File: src/btsd_pkg.sv
package btsd_pkg;

    // Design limits
    localparam int MAX_DIM    = 1024;
    localparam int COUNT_BITS = 20;

    // Field widths
    localparam int COLOR_BITS  = 8;
    localparam int COORD_BITS  = 10;
    localparam int FWIDTH_BITS = 11;
    localparam int WEIGHT_BITS = 9;
    localparam int LUMA_BITS   = 8;
    localparam int TOTAL_BITS  = 20;
    localparam int DEC_BITS    = 2;

    // Width used for centre-column arithmetic
    localparam int DIM_BITS = $clog2(MAX_DIM + 1);
    localparam int CMP_BITS = (DIM_BITS > FWIDTH_BITS) ? DIM_BITS : FWIDTH_BITS;

    // Configuration port
    localparam int CFG_IDX_BITS  = 3;
    localparam int CFG_DATA_BITS = FWIDTH_BITS;

    localparam logic [CFG_IDX_BITS-1:0] REG_FRAME_WIDTH    = 3'd0;
    localparam logic [CFG_IDX_BITS-1:0] REG_RED_WEIGHT     = 3'd1;
    localparam logic [CFG_IDX_BITS-1:0] REG_GREEN_WEIGHT   = 3'd2;
    localparam logic [CFG_IDX_BITS-1:0] REG_BLUE_WEIGHT    = 3'd3;
    localparam logic [CFG_IDX_BITS-1:0] REG_LUMA_THRESHOLD = 3'd4;
    localparam logic [CFG_IDX_BITS-1:0] REG_ROW_FIRST      = 3'd5;
    localparam logic [CFG_IDX_BITS-1:0] REG_ROW_LAST       = 3'd6;

    // Reset values of the configuration registers
    localparam logic [FWIDTH_BITS-1:0] RST_FRAME_WIDTH    = 11'd160;
    localparam logic [WEIGHT_BITS-1:0] RST_RED_WEIGHT     = 9'd77;
    localparam logic [WEIGHT_BITS-1:0] RST_GREEN_WEIGHT   = 9'd150;
    localparam logic [WEIGHT_BITS-1:0] RST_BLUE_WEIGHT    = 9'd29;
    localparam logic [LUMA_BITS-1:0]   RST_LUMA_THRESHOLD = 8'd230;
    localparam logic [COORD_BITS-1:0]  RST_ROW_FIRST      = 10'd25;
    localparam logic [COORD_BITS-1:0]  RST_ROW_LAST       = 10'd90;

    // Side decision codes
    localparam logic signed [DEC_BITS-1:0] SIDE_NONE  = 2'sd0;
    localparam logic signed [DEC_BITS-1:0] SIDE_LEFT  = -2'sd1;
    localparam logic signed [DEC_BITS-1:0] SIDE_RIGHT = 2'sd1;

    typedef struct packed {
        logic hot;
        logic left;
        logic right;
    } pix_class_t;

    typedef struct packed {
        logic [FWIDTH_BITS-1:0] frame_width;
        logic [WEIGHT_BITS-1:0] red_weight;
        logic [WEIGHT_BITS-1:0] green_weight;
        logic [WEIGHT_BITS-1:0] blue_weight;
        logic [LUMA_BITS-1:0]   luma_threshold;
        logic [COORD_BITS-1:0]  row_first;
        logic [COORD_BITS-1:0]  row_last;
    } cfg_t;

endpackage

File: src/btsd_pix_if.sv
interface btsd_pix_if;
    logic                                valid;
    logic                                ready;
    logic [btsd_pkg::COLOR_BITS-1:0]     red;
    logic [btsd_pkg::COLOR_BITS-1:0]     green;
    logic [btsd_pkg::COLOR_BITS-1:0]     blue;
    logic [btsd_pkg::COORD_BITS-1:0]     column;
    logic [btsd_pkg::COORD_BITS-1:0]     row;
    logic                                last_of_frame;

    modport source (output valid, red, green, blue, column, row, last_of_frame,
                    input ready);
    modport sink   (input valid, red, green, blue, column, row, last_of_frame,
                    output ready);
endinterface

File: src/btsd_res_if.sv
interface btsd_res_if;
    logic                                  valid;
    logic                                  ready;
    logic                                  hot_pixel;
    logic                                  frame_done;
    logic signed [btsd_pkg::DEC_BITS-1:0]  side_decision;
    logic [btsd_pkg::TOTAL_BITS-1:0]       left_total;
    logic [btsd_pkg::TOTAL_BITS-1:0]       right_total;

    modport source (output valid, hot_pixel, frame_done, side_decision, left_total,
                    right_total, input ready);
    modport sink   (input valid, hot_pixel, frame_done, side_decision, left_total,
                    right_total, output ready);
endinterface

File: src/btsd_pixel_eval.sv
module btsd_pixel_eval (
    input  btsd_pkg::cfg_t                    cfg,
    input  logic [btsd_pkg::COLOR_BITS-1:0]   red,
    input  logic [btsd_pkg::COLOR_BITS-1:0]   green,
    input  logic [btsd_pkg::COLOR_BITS-1:0]   blue,
    input  logic [btsd_pkg::COORD_BITS-1:0]   column,
    input  logic [btsd_pkg::COORD_BITS-1:0]   row,
    output btsd_pkg::pix_class_t              pclass
);

    localparam int PROD_BITS = btsd_pkg::COLOR_BITS + btsd_pkg::WEIGHT_BITS;
    localparam int SUM_BITS  = PROD_BITS + 1;
    localparam int RAW_BITS  = SUM_BITS - 8;

    logic [PROD_BITS-1:0]              prod_r;
    logic [PROD_BITS-1:0]              prod_g;
    logic [PROD_BITS-1:0]              prod_b;
    logic [SUM_BITS-1:0]               luma_sum;
    logic [RAW_BITS-1:0]               luma_raw;
    logic [btsd_pkg::LUMA_BITS-1:0]    luma;
    logic [btsd_pkg::CMP_BITS-1:0]     width_ext;
    logic [btsd_pkg::CMP_BITS-1:0]     width_clamped;
    logic [btsd_pkg::CMP_BITS-1:0]     centre;
    logic [btsd_pkg::CMP_BITS-1:0]     column_ext;
    logic                              in_window;

    assign prod_r   = PROD_BITS'(red)   * PROD_BITS'(cfg.red_weight);
    assign prod_g   = PROD_BITS'(green) * PROD_BITS'(cfg.green_weight);
    assign prod_b   = PROD_BITS'(blue)  * PROD_BITS'(cfg.blue_weight);
    assign luma_sum = SUM_BITS'(prod_r) + SUM_BITS'(prod_g) + SUM_BITS'(prod_b);
    assign luma_raw = luma_sum[SUM_BITS-1:8];
    assign luma     = (luma_raw > RAW_BITS'(255)) ? '1 : luma_raw[btsd_pkg::LUMA_BITS-1:0];

    // centre column = min(width, MAX_DIM) / 2; the centre itself is neither side
    assign width_ext     = btsd_pkg::CMP_BITS'(cfg.frame_width);
    assign width_clamped = (width_ext > btsd_pkg::CMP_BITS'(btsd_pkg::MAX_DIM))
                           ? btsd_pkg::CMP_BITS'(btsd_pkg::MAX_DIM) : width_ext;
    assign centre        = width_clamped >> 1;
    assign column_ext    = btsd_pkg::CMP_BITS'(column);

    assign in_window = (row >= cfg.row_first) && (row <= cfg.row_last);

    assign pclass.hot   = (luma > cfg.luma_threshold) && in_window;
    assign pclass.left  = column_ext < centre;
    assign pclass.right = column_ext > centre;

endmodule

File: src/bright_target_side_detector_core.sv
// Channel  | Dir | Payload
// ---------+-----+-------------------------------------------------------------
// pix      | in  | red, green, blue, column, row, last_of_frame
// res      | out | hot_pixel, frame_done, side_decision, left_total, right_total
// cfg      | in  | cfg_we, cfg_index, cfg_data (write only)
//
// One item per cycle sustained while res is ready; res valid follows pix accept
// through the input register and then the result register.
// Reset clears the counts, the decision and the configuration to default values.
// A stalled result holds the pipeline; the input register still takes an item
// while it is empty, so ready only drops when both stages are full and res stalls.
module bright_target_side_detector_core (
    input  logic                                  clk,
    input  logic                                  rst_n,
    input  logic                                  cfg_we,
    input  logic [btsd_pkg::CFG_IDX_BITS-1:0]     cfg_index,
    input  logic [btsd_pkg::CFG_DATA_BITS-1:0]    cfg_data,
    btsd_pix_if.sink                              pix,
    btsd_res_if.source                            res
);

    btsd_pkg::cfg_t                          cfg_reg;

    logic                                    s1_valid_reg;
    logic [btsd_pkg::COLOR_BITS-1:0]         s1_red_reg;
    logic [btsd_pkg::COLOR_BITS-1:0]         s1_green_reg;
    logic [btsd_pkg::COLOR_BITS-1:0]         s1_blue_reg;
    logic [btsd_pkg::COORD_BITS-1:0]         s1_column_reg;
    logic [btsd_pkg::COORD_BITS-1:0]         s1_row_reg;
    logic                                    s1_last_reg;

    logic [btsd_pkg::COUNT_BITS-1:0]         left_count_reg;
    logic [btsd_pkg::COUNT_BITS-1:0]         right_count_reg;
    logic [btsd_pkg::COUNT_BITS-1:0]         left_count_next;
    logic [btsd_pkg::COUNT_BITS-1:0]         right_count_next;
    logic [btsd_pkg::COUNT_BITS-1:0]         left_total_next;
    logic [btsd_pkg::COUNT_BITS-1:0]         right_total_next;
    logic signed [btsd_pkg::DEC_BITS-1:0]    decision_reg;
    logic signed [btsd_pkg::DEC_BITS-1:0]    decision_next;

    logic                                    out_valid_reg;
    logic                                    out_hot_reg;
    logic                                    out_done_reg;
    logic signed [btsd_pkg::DEC_BITS-1:0]    out_dec_reg;
    logic [btsd_pkg::TOTAL_BITS-1:0]         out_left_reg;
    logic [btsd_pkg::TOTAL_BITS-1:0]         out_right_reg;

    btsd_pkg::pix_class_t                    pclass;
    logic                                    advance;
    logic                                    s1_fire;
    logic                                    pix_fire;

    // configuration registers
    always_ff @(posedge clk or negedge rst_n)
    begin
        if (!rst_n)
        begin
            cfg_reg.frame_width    <= btsd_pkg::RST_FRAME_WIDTH;
            cfg_reg.red_weight     <= btsd_pkg::RST_RED_WEIGHT;
            cfg_reg.green_weight   <= btsd_pkg::RST_GREEN_WEIGHT;
            cfg_reg.blue_weight    <= btsd_pkg::RST_BLUE_WEIGHT;
            cfg_reg.luma_threshold <= btsd_pkg::RST_LUMA_THRESHOLD;
            cfg_reg.row_first      <= btsd_pkg::RST_ROW_FIRST;
            cfg_reg.row_last       <= btsd_pkg::RST_ROW_LAST;
        end
        else if (cfg_we)
        begin
            case (cfg_index)
                btsd_pkg::REG_FRAME_WIDTH:
                    cfg_reg.frame_width <= cfg_data;
                btsd_pkg::REG_RED_WEIGHT:
                    cfg_reg.red_weight <= cfg_data[btsd_pkg::WEIGHT_BITS-1:0];
                btsd_pkg::REG_GREEN_WEIGHT:
                    cfg_reg.green_weight <= cfg_data[btsd_pkg::WEIGHT_BITS-1:0];
                btsd_pkg::REG_BLUE_WEIGHT:
                    cfg_reg.blue_weight <= cfg_data[btsd_pkg::WEIGHT_BITS-1:0];
                btsd_pkg::REG_LUMA_THRESHOLD:
                    cfg_reg.luma_threshold <= cfg_data[btsd_pkg::LUMA_BITS-1:0];
                btsd_pkg::REG_ROW_FIRST:
                    cfg_reg.row_first <= cfg_data[btsd_pkg::COORD_BITS-1:0];
                btsd_pkg::REG_ROW_LAST:
                    cfg_reg.row_last <= cfg_data[btsd_pkg::COORD_BITS-1:0];
                default:
                    ;
            endcase
        end
    end

    assign advance   = !out_valid_reg || res.ready;
    assign pix.ready = !s1_valid_reg || advance;
    assign pix_fire  = pix.valid && pix.ready;
    assign s1_fire   = s1_valid_reg && advance;

    // input register
    always_ff @(posedge clk or negedge rst_n)
    begin
        if (!rst_n)
            s1_valid_reg <= 1'b0;
        else if (pix.ready)
            s1_valid_reg <= pix.valid;
    end

    always_ff @(posedge clk)
    begin
        if (pix_fire)
        begin
            s1_red_reg    <= pix.red;
            s1_green_reg  <= pix.green;
            s1_blue_reg   <= pix.blue;
            s1_column_reg <= pix.column;
            s1_row_reg    <= pix.row;
            s1_last_reg   <= pix.last_of_frame;
        end
    end

    btsd_pixel_eval u_eval (
        .cfg    (cfg_reg),
        .red    (s1_red_reg),
        .green  (s1_green_reg),
        .blue   (s1_blue_reg),
        .column (s1_column_reg),
        .row    (s1_row_reg),
        .pclass (pclass)
    );

    // saturating side counts, decision at frame end, clear after the last pixel
    always_comb
    begin
        left_total_next  = left_count_reg;
        right_total_next = right_count_reg;
        if (pclass.hot && pclass.left && (left_count_reg != '1))
            left_total_next = left_count_reg + 1'b1;
        if (pclass.hot && pclass.right && (right_count_reg != '1))
            right_total_next = right_count_reg + 1'b1;

        decision_next    = decision_reg;
        left_count_next  = left_total_next;
        right_count_next = right_total_next;
        if (s1_last_reg)
        begin
            if (left_total_next > right_total_next)
                decision_next = btsd_pkg::SIDE_LEFT;
            else if (right_total_next > left_total_next)
                decision_next = btsd_pkg::SIDE_RIGHT;
            left_count_next  = '0;
            right_count_next = '0;
        end
    end

    always_ff @(posedge clk or negedge rst_n)
    begin
        if (!rst_n)
        begin
            left_count_reg  <= '0;
            right_count_reg <= '0;
            decision_reg    <= btsd_pkg::SIDE_NONE;
        end
        else if (s1_fire)
        begin
            left_count_reg  <= left_count_next;
            right_count_reg <= right_count_next;
            decision_reg    <= decision_next;
        end
    end

    // result register
    always_ff @(posedge clk or negedge rst_n)
    begin
        if (!rst_n)
            out_valid_reg <= 1'b0;
        else if (advance)
            out_valid_reg <= s1_valid_reg;
    end

    always_ff @(posedge clk)
    begin
        if (s1_fire)
        begin
            out_hot_reg   <= pclass.hot;
            out_done_reg  <= s1_last_reg;
            out_dec_reg   <= decision_next;
            out_left_reg  <= btsd_pkg::TOTAL_BITS'(left_total_next);
            out_right_reg <= btsd_pkg::TOTAL_BITS'(right_total_next);
        end
    end

    assign res.valid         = out_valid_reg;
    assign res.hot_pixel     = out_hot_reg;
    assign res.frame_done    = out_done_reg;
    assign res.side_decision = out_dec_reg;
    assign res.left_total    = out_left_reg;
    assign res.right_total   = out_right_reg;

endmodule
File: src/flat_wrapper.sv
// flat-port wrapper written by rule: the top's interface ports become plain ports
module bright_target_side_detector_core_flat 
  (clk, rst_n, cfg_we, cfg_index, cfg_data, pix_valid, pix_red, pix_green, pix_blue, pix_column, pix_row, pix_last_of_frame, pix_ready, res_valid, res_hot_pixel, res_frame_done, res_side_decision, res_left_total, res_right_total, res_ready);
  btsd_pix_if pix_i ();
  btsd_res_if res_i ();
  input  logic clk;
  input  logic rst_n;
  input  logic cfg_we;
  input  logic [btsd_pkg::CFG_IDX_BITS-1:0] cfg_index;
  input  logic [btsd_pkg::CFG_DATA_BITS-1:0] cfg_data;
  input wire logic [$bits(pix_i.valid)-1:0] pix_valid;
  input wire logic [$bits(pix_i.red)-1:0] pix_red;
  input wire logic [$bits(pix_i.green)-1:0] pix_green;
  input wire logic [$bits(pix_i.blue)-1:0] pix_blue;
  input wire logic [$bits(pix_i.column)-1:0] pix_column;
  input wire logic [$bits(pix_i.row)-1:0] pix_row;
  input wire logic [$bits(pix_i.last_of_frame)-1:0] pix_last_of_frame;
  output wire logic [$bits(pix_i.ready)-1:0] pix_ready;
  output wire logic [$bits(res_i.valid)-1:0] res_valid;
  output wire logic [$bits(res_i.hot_pixel)-1:0] res_hot_pixel;
  output wire logic [$bits(res_i.frame_done)-1:0] res_frame_done;
  output wire logic [$bits(res_i.side_decision)-1:0] res_side_decision;
  output wire logic [$bits(res_i.left_total)-1:0] res_left_total;
  output wire logic [$bits(res_i.right_total)-1:0] res_right_total;
  input wire logic [$bits(res_i.ready)-1:0] res_ready;
  assign pix_i.valid = pix_valid;
  assign pix_i.red = pix_red;
  assign pix_i.green = pix_green;
  assign pix_i.blue = pix_blue;
  assign pix_i.column = pix_column;
  assign pix_i.row = pix_row;
  assign pix_i.last_of_frame = pix_last_of_frame;
  assign pix_ready = pix_i.ready;
  assign res_valid = res_i.valid;
  assign res_hot_pixel = res_i.hot_pixel;
  assign res_frame_done = res_i.frame_done;
  assign res_side_decision = res_i.side_decision;
  assign res_left_total = res_i.left_total;
  assign res_right_total = res_i.right_total;
  assign res_i.ready = res_ready;
  bright_target_side_detector_core u_core (.clk(clk), .rst_n(rst_n), .cfg_we(cfg_we), .cfg_index(cfg_index), .cfg_data(cfg_data), .pix(pix_i), .res(res_i));
endmodule
File: config.mk
export PLATFORM = sky130hd
export DESIGN_NAME = bright_target_side_detector_core_flat
export DESIGN_NICKNAME = d
export VERILOG_FILES = /design/src/btsd_pkg.sv /design/src/btsd_pix_if.sv /design/src/btsd_res_if.sv /design/src/btsd_pixel_eval.sv /design/src/bright_target_side_detector_core.sv /design/src/flat_wrapper.sv
export SDC_FILE = /design/constraint.sdc
export NUM_CORES = 1
export LEC_CHECK = 0
export BUFFER_PORTS_ARGS = -buffer_cell sky130_fd_sc_hd__buf_2
export CORE_MARGIN = 2
export CORE_UTILIZATION = 55
export CTS_BUF_LIST = sky130_fd_sc_hd__clkbuf_4
export DETAILED_ROUTE_END_ITERATION = 16
export HOLD_SLACK_MARGIN = 0.03
export PLACE_DENSITY = 0.71
export SLEW_MARGIN = 20
export SYNTH_ARGS = -nofsm -noshare
export SYNTH_HDL_FRONTEND = slang
export SYNTH_HIERARCHICAL = 1
export SYNTH_SLANG_ARGS = --single-unit
File: constraint.sdc
create_clock -name clk -period 13.3 [get_ports clk]
set_input_delay 0.665 -clock clk [delete_from_list [all_inputs] [get_ports clk]]
set_output_delay 0.665 -clock clk [all_outputs]
set_load 0.005 [all_outputs]
# --- Word-level counts from Yosys, hierarchy flattened ---
# Index checks and enable logic that the tools add are counted.
totals:
  regBits: 199
  input_bits: 64
  output_inout_bits: 46
  elab_cells: 76
classes:
  addsub: 4
  multipliers: 3
  magnitude_cmp: 9
  n_eq_ne: 8
  mux: 9
  n_reduce_logical: 20
op_table:
  columns: ["op", "n"]
  rows:
  - ["$mux 20", 4]
  - ["$mul 8x9->17", 3]
  - ["$add 20x1->20 const B", 2]
  - ["$gt 20x20->1", 2]
  - ["$ne 20x20->1 const B", 2]
  - ["$add 17x17->18", 1]
  - ["$add 18x17->18", 1]
  - ["$reduce_and 2->1", 7]
  - ["$gt 11x11->1 const B", 1]
  - ["$mux 11", 1]
  - ["$ge 10x10->1", 1]
  - ["$gt 10x10->1", 1]
  - ["$gt 10x8->1 const B", 1]
  - ["$le 10x10->1", 1]
  - ["$lt 10x10->1", 1]
  - ["$eq 3x3->1 const B", 3]
  - ["$gt 8x8->1", 1]
  - ["$logic_and 1x1->1", 8]
  - ["$mux 8", 1]
  - ["$eq 3x2->1 const B", 2]
  - ["$mux 2", 3]
  - ["$eq 3x1->1 const B", 1]
  - ["$logic_not 3->1", 1]
  - ["$logic_not 1->1", 2]
  - ["$logic_or 1x1->1", 2]

# --- Depth between registers and ports, before layout ---
# Gate-level depths: netlist of the first run.
logic_depth:
  depth_word: 14
  ltp_mapped: 46
  ltp_nobuf: 45

# --- Cells and area by module ---
# The synthesis of the first run kept the hierarchy.
modules_own_cells:
  columns: ["module", "n_inst", "cells_each", "area_each_um2", "seq_area_each_um2"]
  rows:
  - ["bright_target_side_detector_core", 1, 641, 8590.7, 5457.7]
  - ["btsd_pixel_eval", 1, 943, 8308.0, 0.0]

# --- Least setup slack after synthesis of the first run ---
# Ideal clock, no wire load.
synth_path:
  path_kind: "register to register"
  from: "reg u_core/s1_red_reg[3] (netlist bit)"
  to: "reg u_core.out_dec_reg, in the netlist u_core/res.side_decision[0] (data pin)"
  arrival_time_ns: 9.888
  required_ns: 13.029
  slack_ns: 3.141
  path_stages_with_launch: 43
  path_buffers: 2
  period_less_slack_ns: 10.159
  path_cell_list: "edfxtp_1 -> clkbuf_1 -> nand2_1 -> fa_1 -> inv_1 -> fa_1 -> inv_1 -> fa_1 -> fa_1 -> inv_1 -> fa_1 -> fa_1 -> inv_1 -> fa_1 -> inv_1 -> ha_1 -> a211oi_1 -> nand2_1 -> [7 not listed] -> o22ai_1 -> nor2_1 -> o21ai_0 -> nand2_1 -> a211oi_1 -> nand4_1 -> a2111oi_2 -> and2_1 -> buf_4 -> and3_1 -> nand3_1 -> xnor2_1 -> ha_1 -> nand4_1 -> nor3_1 -> nand3_2 -> o41ai_2 -> nand3_1"
synth_rtl:
  columns: ["element", "line", "source"]
  rows:
  - ["start, declared", "bright_target_side_detector_core.sv:25", "logic [btsd_pkg::COLOR_BITS-1:0] s1_red_reg;"]
  - ["start signal, assigned", "bright_target_side_detector_core.sv:107", "s1_red_reg <= pix.red;"]
  - ["end signal, assigned", "bright_target_side_detector_core.sv:181", "out_dec_reg <= decision_next;"]
  - ["end, declared", "bright_target_side_detector_core.sv:44", "logic signed [btsd_pkg::DEC_BITS-1:0] out_dec_reg;"]

==> qor.txt, run 1 <==
Resize count post-CTS = 0
Slew Viols, Final = 0
nets = 2082
max reg flops = 65
Worst EP arrival = 12.17 ns
gpl congestion = 0.883
status = finished, final reports clean
# IOs = 110
Critical Path Slowest Stage Cell = a211oi_1
Max-slew headroom = 0.326
Syn Inst Count = 1582
Tot GR Track Use = 0.256
Final Util = 0.599
vias in the first global route = 11900
total core area = 30300 um2
critical setup path kind = flip-flop to flip-flop
most used cell along the critical path = fa_1
Initial DRC Count = 632
crit path capture type = flip-flop
clk buf depth = 2
register-to-register setup slack = 1.54 ns
GRT overflow = 0
total die area = 32100 um2
Setup TNS Final = 0 ns
HP Start = pix_row[1]
Via Count = 11400
Die Wd = 179 um
footprint of the multi-input gates = 10200 um2
# DRC = 0
maxcap violations = 0
clk_skew = 0.0232 ns
FF-to-FF End = u_core/res.side_decision[0]
DRT Pass-1 Iters = 7
Worst R2R Start = u_core/s1_red_reg[5]
Worst Reg-to-Reg Cells = 39
FF+latch area = 5430 um2
area delta synth->final = 7.75%
# setup viols final = 0
Syn Area/Cell = 10.7 um2
largest net degree at the start of global routing = 77
Post-Syn Nets = 1979
Hold Path Depth = 1
TritonCTS Sinks = 198
CP required = 13.70 ns
Buffers on Ports = 109
Max FO, Critical Path = 9
ANT nets after route = 0
worst skew pair latency = 0.63 ns
min-delay worst type = primary input to flip-flop
final hold violation count = 0
Hold Path Sink = u_core/s1_row_reg[1]
CTS tree = done
initial cell density of the core = 0.556
layout cell share with drive strength beyond 1 = 0.164
vias per inst = 5.46
fmax = 85.0 MHz
Final Critical Period = 11.76 ns
CTS buffer count = 17
synth warn = 6
H-tree depth = 4
nature of the critical path startpoint = flip-flop
setup bufs post-CTS = 0
WL/cell = 18.3 um
RSZ-0062 raised after global routing = no
WL final = 38300 um
die height = 179 um
# fillers = 2545
DP HPWL = 29800 um
Slowest Stage Delay on Critical Path = 0.79 ns
clk root buf = clkbuf_4
post-synthesis cell area = 16900 um2
first-pass GRT wire length = 62400 um
Worst-Margin Slew = 1.01 ns
initial antenna violation count = 3
row count = 64
clk slew on worst S/H paths = 0.17 ns
Final period util = 0.884
-- placed cells by master, fill, tap and decap left out, types with 4 or more instances in the layout --
master and instances:
inv_1 289, fa_1 181, nand2_1 168, ha_1 152, and2_1 138, buf_2 108
edfxtp_1 89, dfrtp_1 83, mux2_2 66, o21ai_0 61, nor2_1 32, dfstp_2 26
xor2_1 25, nand3_1 24, a21oi_1 23, xnor2_1 22, clkbuf_4 19, nand4_1 16
a21o_1 12, o31ai_1 11, buf_4 10, and3_1 10, nor3_1 9, a31oi_1 9
nor2b_1 8, nand2b_1 6, nor3_2 5, o21ai_1 5, a22o_1 5, bufinv_16 4
o21a_1 4, nand4b_1 4
-- timing repair --
item	CTS	global route
hold endpoints to repair	22	0
hold buffers	1	0
endpoints found under the setup margin	0	0
-- metal layers --
layer / GRT usage / up-vias / part of all wire
met5: 0 / - / 0
met4: 0.0736 / 0 / 0.024
met3: 0.0454 / 53 / 0.050
met2: 0.425 / 314 / 0.49
met1: 0.346 / 5748 / 0.44
li1: - / 5322 / -
-- worst max-delay path: cells and delay by family (launching register included) --
| family | cells | cell delay (ns) |
|---|---|---|
| flip-flops | 1 | 0.57 |
| AO/OA/AOI/OAI | 8 | 3.40 |
| buffers and inverters | 5 | 0.27 |
| AND/OR/NAND/NOR | 15 | 2.61 |
| XOR/XNOR | 1 | 0.17 |
| adder cells (fa/ha/maj) | 10 | 4.52 |
-- worst max path at each step --
stage / startpoint / slack, ns / end / cells after the start
2_1_floorplan: u_core/s1_red_reg[3] / 3.14 / u_core/res.side_decision[0] / 42
3_3_place_gp: u_core/cfg_reg[48] / 1.89 / u_core/res.side_decision[0] / 39
3_5_place_dp: u_core/s1_red_reg[5] / 1.58 / u_core/res.side_decision[0] / 39
4_1_cts: u_core/s1_red_reg[5] / 1.59 / u_core/res.side_decision[0] / 39
5_1_grt: u_core/s1_red_reg[5] / 0.60 / u_core/res.side_decision[0] / 39
6_report: u_core/s1_red_reg[5] / 1.54 / u_core/res.side_decision[0] / 39
-- layout make-up --
cell class / count / share of cell area
diodes: 2 / 0.000275
clock buffers: 19 / 0.00785
clock inverters: 13 / 0.0109
inverters: 292 / 0.0604
multi-input cells: 1057 / 0.560
flip-flops and latches: 198 / 0.299
well taps: 396 / 0.0273
repair buffers: 119 / 0.0344
-- per-stage QoR --
stage	hold WS [ns]	instance area [um2]	setup slack (ns)	instances
floorplan	0.369	16900	3.14	1582
global placement	0.470	17800	1.89	2061
detailed placement	0.477	17800	1.58	2061
CTS	0.131	18200	1.59	2094
global route	0.107	18200	0.596	2096
finish	0.191	18200	1.54	2096
Power of run 1 is not shown: default switching activity piles up to over one toggle a cycle in this logic, so the estimate is an artifact.
==> run 2: changes to the inputs <==
--- a/config.mk
+++ b/config.mk
@@ -6,9 +6,9 @@
 export NUM_CORES = 1
 export LEC_CHECK = 0
 export BUFFER_PORTS_ARGS = -buffer_cell sky130_fd_sc_hd__buf_2
+export CORE_ASPECT_RATIO = 1.1
 export CORE_MARGIN = 2
 export CORE_UTILIZATION = 55
-export CTS_BUF_LIST = sky130_fd_sc_hd__clkbuf_4
 export DETAILED_ROUTE_END_ITERATION = 16
 export HOLD_SLACK_MARGIN = 0.03
 export PLACE_DENSITY = 0.71
==> run 2 against run 1 <==
Compared with the run above: first-iteration DRC count rose by 5.4%; design area rose by 1.4%; via count is 0.47% higher; die area is essentially flat; flip-flop and latch count did not move; register-to-register slack better by 0.24 ns; routed wire length down 0.55%; utilization up 0.84 points; worst hold slack improved by 0.0096 ns.
==> qor.txt, run 2 (same netlist as run 1, synthesis figures left out) <==
most used cell along the critical path = fa_1
# DRC = 0 (unchanged)
fmax = 86.8 MHz (+2.1%)
# diodes = 0 (-2)
gpl congestion = 0.871 (-1.4%)
placed cells = 2078 (+0.82%)
min-delay worst type = primary input to async pin
hold slack final = 0.200 ns (+0.00965 ns)
CP required = 13.50 ns (-0.20 ns)
CTS buffer count = 17 (unchanged)
max reg flops = 65 (unchanged)
CP bufs+invs = 5 (unchanged)
area delta synth->final = 9.25%
Resize count post-CTS = 0 (unchanged)
die height = 188 um (+4.8%)
initial cell density of the core = 0.556 (about the same)
clk root buf = clkbuf_16
Via Count = 11500 (+0.47%)
Initial DRC Count = 666 (+5.4%)
layout cell share with drive strength beyond 1 = 0.166 (+0.00137)
Final Critical Period = 11.52 ns (-0.238 ns)
Setup TNS Final = 0 ns (unchanged)
row count = 67 (+4.7%)
Tot GR Track Use = 0.254 (-0.00210)
nature of the critical path startpoint = flip-flop
initial antenna violation count = 1 (-2)
vias in the first global route = 12100 (+1.7%)
maxcap violations = 0 (unchanged)
most frequent cells in the layout = inv_1 (289), fa_1 (181), nand2_1 (168), ha_1 (152), and2_1 (138)
Worst-Margin Slew = 0.932 ns (-0.0735 ns)
Worst R2R Start = u_core/cfg_reg[48]
worst skew pair latency = 0.47 ns (-0.16 ns)
status = finished, final reports clean
Final period util = 0.867 (-0.0179)
first-pass GRT wire length = 62800 um (+0.75%)
nets = 2080 (-0.096%)
# setup viols final = 0 (unchanged)
total core area = 30300 um2 (about the same)
WL/cell = 18.0 um (-1.2%)
RSZ-0062 raised after global routing = no
DRT Pass-1 Iters = 6 (-1)
final hold violation count = 0 (unchanged)
# hold bufs at CTS = 0 (-1)
CTS tree = done
commonest non-fill, non-tap cell in the layout = inv_1
clk_skew = 0.0182 ns (-0.00505 ns)
DP HPWL = 29200 um (-2.2%)
Slowest Stage Delay on Critical Path = 0.65 ns (-0.14 ns)
Worst EP arrival = 11.73 ns (-0.44 ns)
TritonCTS Sinks = 198 (unchanged)
largest net degree at the start of global routing = 69 (-10%)
Max-slew headroom = 0.379 (+0.0530)
total die area = 32100 um2 (about the same)
ANT nets after route = 0 (unchanged)
Buffers on Ports = 109 (unchanged)
setup bufs post-CTS = 0 (unchanged)
H-tree depth = 4 (unchanged)
critical setup path kind = flip-flop to flip-flop
fin cells = 2110 (+0.67%)
WL final = 38000 um (-0.55%)
GRT overflow = 0 (unchanged)
crit path capture type = flip-flop
clk slew on worst S/H paths = 0.08 ns (-0.09 ns)
Worst path top cell family by delay = adder cells
Slew Viols, Final = 0 (unchanged)
# IOs = 110 (unchanged)
Max FO, Critical Path = 9 (unchanged)
clk buf depth = 2 (unchanged)
Critical Path Slowest Stage Cell = a2111oi_2
Die Wd = 171 um (-4.5%)
vias per inst = 5.45 (-0.19%)
crit path from = u_core/cfg_reg[48]
-- run 2: final timing paths --
path	slack, ns	end	cells past startpoint
min in group clk	0.37	u_core/s1_blue_reg[2]	1
setup reg to reg	1.78	u_core/res.side_decision[0]	39
hold / removal	0.20	u_core/cfg_reg[15]	1
max in group asynchronous	11.74	u_core/left_count_reg[0]	2
hold reg to reg	0.50	u_core/res.valid	1
setup / recovery	1.78	u_core/res.side_decision[0]	39
-- run 2: area by class of cell --
class,count,area (um2)
clock buffer,17,425
inverter,292,1100
multi-input combinational,1057,10200
fill,2545,11900
tap,414,518
timing repair buffer,117,608
sequential,198,5430
clock inverter,15,160
-- run 2: worst register-to-register path, delay by kind of cell (launching register included) --
| family | cells | cell delay (ns) |
|---|---|---|
| adders and majority gates | 10 | 4.50 |
| AOI/OAI and AO/OA | 8 | 3.10 |
| and+or+nand+nor | 15 | 2.59 |
| DFF | 1 | 0.61 |
| buffers and inverters | 5 | 0.26 |
| xor gates and xnor gates | 1 | 0.18 |
-- run 2: through the flow --
step                      cell area (um2)  setup slack (ns)   util
after floorplan                     16900              3.14      -
after global placement              17800              2.04  0.587
after detailed placement            17800              1.56  0.587
after CTS                           18400              1.51  0.607
after global routing                18400             0.931  0.607
final                               18400              1.78  0.607
-- run 2: routing by layer --
layer,up-vias,routed length (um),track usage
li1,5310,-,-
met1,5797,16500,0.345
met2,317,18800,0.415
met3,65,1560,0.0355
met4,2,1130,0.0971
met5,-,12,0
Power of run 2 is left out for the same reason.
